<file path="config.mk">
export PLATFORM = sky130hd
export DESIGN_NAME = stm_cell
export DESIGN_NICKNAME = d
export VERILOG_FILES = /design/src/sv/stm_pkg.sv /design/src/sv/stm_cell.sv
export SDC_FILE = /design/constraint.sdc
export NUM_CORES = 1
export LEC_CHECK = 0
export BUFFER_PORTS_ARGS = -buffer_cell sky130_fd_sc_hd__buf_4
export CORE_ASPECT_RATIO = 0.6
export CORE_MARGIN = 2
export CORE_UTILIZATION = 48
export DETAILED_ROUTE_END_ITERATION = 8
export PLACE_DENSITY = 0.86
export SLEW_MARGIN = 20
export SYNTH_ARGS = -nofsm -noshare
export SYNTH_HDL_FRONTEND = slang
export SYNTH_SLANG_ARGS = --single-unit
</file>
<file path="constraint.sdc">
create_clock -name clk -period 6.6 [get_ports clk]
set_clock_uncertainty 0.15 [all_clocks]
set_input_delay 0.33 -clock clk [delete_from_list [all_inputs] [get_ports clk]]
set_output_delay 0.33 -clock clk [all_outputs]
set_load 0.03 [all_outputs]
</file>
<file path="src/sv/stm_pkg.sv">
// Shared types and constants of the spatiotemporal median block.
package stm_pkg;

    typedef enum logic {
        CMD_LOAD  = 1'b0,
        CMD_QUERY = 1'b1
    } cmd_t;

    typedef enum logic [1:0] {
        REG_WINDOW_SIZE  = 2'd0,
        REG_FRAME_COUNT  = 2'd1,
        REG_IMAGE_WIDTH  = 2'd2,
        REG_IMAGE_HEIGHT = 2'd3
    } reg_idx_t;

    typedef enum logic [2:0] {
        ST_IDLE,
        ST_GATHER,
        ST_DRAIN,
        ST_SELECT,
        ST_DONE
    } state_t;

    typedef struct packed {
        logic       command;
        logic [1:0] frame_index;
        logic [5:0] x_pos;
        logic [5:0] y_pos;
        logic [7:0] red_in;
        logic [7:0] green_in;
        logic [7:0] blue_in;
    } in_item_t;

    typedef struct packed {
        logic [7:0] red_median;
        logic [7:0] green_median;
        logic [7:0] blue_median;
        logic [6:0] sample_count;
        logic       coord_error;
    } out_item_t;

    // channel 2 red, 1 green, 0 blue
    typedef logic [2:0][7:0] pixel_t;

    typedef struct packed {
        logic clear;
        logic insert;
        logic shift;
    } chain_ctl_t;

endpackage

</file>
<file path="src/sv/stm_cell.sv">
// One cell of the insertion sorting chain, three independent channels.
module stm_cell
    import stm_pkg::*;
(
    input  logic       clk,
    input  logic       rst_n,
    input  chain_ctl_t ctl,
    input  pixel_t     din,
    input  pixel_t     prev_val,
    input  logic       prev_valid,
    input  logic [2:0] prev_gt,
    input  pixel_t     next_val,
    input  logic       next_valid,
    output pixel_t     val,
    output logic       valid,
    output logic [2:0] gt
);

    pixel_t val_reg, val_next;
    logic   valid_reg, valid_next;

    // empty cells compare as +infinity
    always_comb
    begin
        for (int c = 0; c < 3; c++)
        begin
            gt[c] = !valid_reg || (din[c] < val_reg[c]);
        end
    end

    always_comb
    begin
        val_next   = val_reg;
        valid_next = valid_reg;
        if (ctl.clear)
        begin
            valid_next = 1'b0;
        end
        else if (ctl.insert)
        begin
            valid_next = valid_reg | prev_valid;
            for (int c = 0; c < 3; c++)
            begin
                if (prev_gt[c])
                    val_next[c] = prev_val[c];
                else if (gt[c])
                    val_next[c] = din[c];
            end
        end
        else if (ctl.shift)
        begin
            valid_next = next_valid;
            val_next   = next_val;
        end
    end

    always_ff @(posedge clk or negedge rst_n)
    begin
        if (!rst_n)
            valid_reg <= 1'b0;
        else
            valid_reg <= valid_next;
    end

    always_ff @(posedge clk)
    begin
        val_reg <= val_next;
    end

    assign val   = val_reg;
    assign valid = valid_reg;

endmodule
</file>
* After elaboration in Yosys (flattened, before gate mapping) *
Cells that the tools add are included.

operators by class
  eq/ne operators = 3
  reduce and logical (&&, ||, !) cells = 9
  $mul = 0
  add/sub/neg operators = 0
  order comparisons = 3
  mux-type cells = 11
  div/mod/pow operators = 0
  shift-type cells = 0
  bitwise operators = 2

operator list
  kind                  number
  $mux W24              2
  $mux W8               6
  $lt A8 B8 Y1          3
  $ne A3 B1 Y1 const B  3
  $reduce_and A3 Y1     3
  $logic_or A1 B1 Y1    3
  $mux W1               3
  $reduce_bool A3 Y1    1
  $reduce_bool A2 Y1    1
  $logic_not A1 Y1      1
  $not A1 Y1            1
  $or A1 B1 Y1          1

word-level totals
  bits in latches = 0
  register bits after elaboration = 25
  bits in read-only memories = 0
  RAM bits = 0
  output and inout port bits = 28
  memories = 0

* Longest topological paths before layout *
  depth in word-level cells = 5
  gate-level depth with buffers = 6

* Least setup slack after synthesis *
OpenSTA, ideal clock, no wires.

  kind = register -> output
  start point = register val_reg, in the netlist val[1]
  end point = output port gt[0]
  setup slack = 4.080 ns
  cell stages (with the launch flop) = 6
  arrival time = 2.040 ns
  path through = edfxtp_1 > inv_1 > ha_1 > a2111oi_4 > nor4_2 > o31ai_1

between the ends
  word-level cells in the longest chain between the ends = 2

RTL lines
  element                 RTL line        source
  start, declared         stm_cell.sv:19  pixel_t val_reg, val_next;
  start signal, assigned  stm_cell.sv:67  val_reg <= val_next;
  $lt A8 B8 Y1            stm_cell.sv:27  gt[c] = !valid_reg || (din[c] < val_reg[c]);
  $logic_or A1 B1 Y1      stm_cell.sv:27
  end, declared           stm_cell.sv:16  output logic [2:0] gt

Every way passes these cells.

* Worst setup path in the final report *
  start point = register val_reg, in the netlist val[7]
  end point = register val_reg, in the netlist val[3], enable pin

between the ends
  word-level cells in the longest chain between the ends = 4

RTL lines
  element                             RTL line
  $lt A8 B8 Y1                        stm_cell.sv:27
  $logic_or A1 B1 Y1                  stm_cell.sv:27
  $ne A3 B1 Y1 (no source line)       n/a
  $reduce_and A3 Y1 (no source line)  n/a

Every way passes these cells.
A chain may end at the register's enable or synchronous reset.

==> summary.md <==
| Metric | Value |
|---|---|
| Crit. End Element | `register` |
| WP data required | `6340 ps` |
| Detailed-route DRC error count | `0` |
| Top cell type's share of synthesized area | `0.370` |
| Critical path origin | `val[7]$_DFFE_PP_` |
| Period Utilization, post-route | `0.376` |
| CP endpoint | `val[3]$_DFFE_PP_` |
| PortBufs | `approximately 110` |
| Ant. Diodes | `0` |
| CTS tree | `built` |
| Ranking of synthesized cells by area | `edfxtp_1, ha_1, mux2i_1` |
| Buf/Inv on CP | `1` |
| Pin count of the biggest net entering global routing | `53` |
| First-pass GRT wire length | `8080 µm` |
| Initial antenna violation count | `0` |
| CP max stage delay | `around 630 ps` |
| Final HPWL DP | `~4200 µm` |
| Die Span Y | `approximately 53 µm` |
| GRT Total Usage | `0.230` |
| Synth-to-layout area growth | `45.9%` |
| ANT nets after route | `0` |
| First-pass detailed-route iteration total | `4` |
| Vias after detailed routing | `1,794` |
| Post-CTS setup buffer count | `0` |
| RR Startpoint | `val[7]$_DFFE_PP_` |
| CTS clk-pin slew, worst paths | `~80 ps` |
| Core Region | `between 3000 and 4000 µm²` |
| CP arrival | `between 2000 and 2500 ps` |
| Clock Path Buffers | `2` |
| Slew HR | `0.465` |
| Synth area leader | `edfxtp_1` |
| Largest register FFs | `24` |
| Pleak | `~0.0014 µW` |
| Type of the tightest min-delay check | `primary input to register` |
| Fillers | `roughly 300` |
| CTS root buf | `clkbuf_8` |
| RSZ-0062 raised after global routing | `false` |
| Avg Cell Area, Syn | `slightly below 10 µm²` |
| PwrDens | `between 150 and 200 nW/µm²` |
| EDFF count, synth | `24` |
| Fin crit period | `roughly 2500 ps` |
| DR WL/cell | `14.3 µm` |
| Worst-margin pin slew | `about 800 ps` |
| Fraction of layout instances using a drive strength above 1 | `0.405` |
| VDD IR max | `between 0.0001 and 0.00015 V` |
| FFs w/ async S/R, synth | `0.0400` |
| Max Cap Viol | `0` |
| Final Instance Count excl. Fillers | `between 300 and 400` |
| Cells after Synth | `196` |
| Max-slew violation count | `0` |
| Crit path depth | `6` |
| Outcome | `complete, no violations` |
| Die X | `86.2 µm` |
| Post-Syn Area | `1950 µm²` |
| Number of core rows | `17` |
| CTS Sinks | `25` |
| Top-count cell post-synth | `nor2_1` |
| Cts repair resizes | `0` |
| Vias in the first global route | `1,777` |
| Die footprint | `4600 µm²` |
| Critical path's slowest cell | `o22ai_1` |
| CTS Buf Count | `3` |
| GR Overflow Total | `0` |
| Sequential fraction of the synthesis area | `0.383` |
| Synth Flop Type | `edfxtp_1` |
| Critical path class | `register to register` |
| H-tree depth | `1` |
| R2r setup slk | `4120 ps` |
| Seq cells post-synth | `25` |
| Dpl cells | `343` |
| # setup viols final | `0` |
| Initial cell density of the core | `0.514` |
| WL final | `between 4000 and 5000 µm` |
| Final hold violation count | `0` |
| R2R cell count | `6` |
| Synth warnings | `0` |
| R2r endpoint | `val[3]$_DFFE_PP_` |
| Largest fanout on the critical path | `8` |
| Synth top cells by count | `nor2_1, a21oi_1, edfxtp_1, mux2i_1` |
| Routability cong. | `around 0.86` |
| Final #Nets | `a little over 400` |
| Worst Setup Start Kind | `register` |
| CP top delay family | `compound AO/OA/AOI/OAI gates` |
| Peak Freq | `just over 400 MHz` |
| Vias per cell | `5.16` |
| Worst-Skew Late Latency | `roughly 260 ps` |
| Setup tns final | `0 ps` |
| I/O pin cnt | `110` |
| Syn nets | `approximately 300` |
| # hold bufs at CTS | `1` |
| Synth cell types | `24` |
| CP Cell Sequence | `inv_1, ha_1, nand2_1, o21ai_0, or3_1, o22ai_1` |
| DR iter-0 viols | `97` |
[metrics by stage]
step | hold slack (ps) | worst slack, ps | area [µm²] | power, µW | utilization
global route | 56.9 | 3920 | 2840 | 528 | 0.750
CTS | 66.1 | 4080 | 2840 | 500 | 0.750
global placement | -44.6 | 4090 | 2780 | 407 | 0.735
floorplan | -116 | 4080 | 1950 | 328 | -
detailed placement | -39.4 | 4050 | 2780 | 413 | 0.735
finish | 72.0 | 4120 | 2840 | 496 | 0.750
[how the worst min path moves through the flow]
| stage | start | endpoint | slack [ps] | depth (start not counted) |
|---|---|---|---|---|
| after floorplan | rst_n | valid$_DFFE_PN0P_ | -120 | 0 |
| after global routing | ctl[2] | valid$_DFFE_PN0P_ | 60 | 2 |
| after global placement | rst_n | valid$_DFFE_PN0P_ | -40 | 1 |
| final | ctl[2] | valid$_DFFE_PN0P_ | 70 | 2 |
| after CTS | ctl[2] | valid$_DFFE_PN0P_ | 70 | 2 |
| after detailed placement | rst_n | valid$_DFFE_PN0P_ | -40 | 1 |
[cell families after synthesis]
group / Yosys count / share of synthesized area
multiplexers: 24 / 0.123
flip-flops: 25 / 0.383
AND/OR/NAND/NOR: 51 / 0.130
buffers and inverters: 30 / 0.0617
adder cells (fa/ha/maj): 21 / 0.135
AO/OA/AOI/OAI: 45 / 0.167
[cells in the final DEF (no fill, tap or decap), drive strengths merged]
| master | n |
|---|---|
| a2111oi | 3 |
| a211oi | 2 |
| a21oi | 27 |
| buf | 109 |
| clkbuf | 3 |
| clkinv | 1 |
| dfrtp | 1 |
| dlygate4sd3 | 1 |
| edfxtp | 24 |
| ha | 21 |
| inv | 21 |
| mux2i | 24 |
| nand2 | 9 |
| nand2b | 3 |
| nand4 | 1 |
| nor2 | 31 |
| nor2b | 1 |
| nor3 | 1 |
| nor4 | 2 |
| o21a | 3 |
| o21ai | 3 |
| o21bai | 1 |
| o22ai | 3 |
| o31ai | 3 |
| or3 | 3 |
[cell type report]
| type | instances | area [µm²] | area share |
|---|---|---|---|
| Clock buffer | 3 | 41.3 | 0.0146 |
| Clock inverter | 1 | 5.00 | 0.00176 |
| Inverter | 21 | 78.8 | 0.0278 |
| Multi-Input combinational cell | 141 | 1080 | 0.381 |
| Sequential cell | 25 | 746 | 0.263 |
| Tap cell | 47 | 58.8 | 0.0207 |
| Timing Repair Buffer | 110 | 828 | 0.292 |
[where the power goes]
group / total (µW) / switching, µW / internal, µW
clock: 87.2 / 45.1 / 42.1
combinational: 201 / 107 / 94.2
sequential: 208 / 11.5 / 197
[layer usage]
layer  track usage  part of all wire  vias to the layer above
met1         0.292              0.44                      794
met3        0.0577             0.080                        8
met4        0.0391             0.015                        0
met2         0.406              0.46                       75
li1              -                 -                      917
met5             0                 0                        -
No activity file was read; power rests on OpenSTA's default activity.
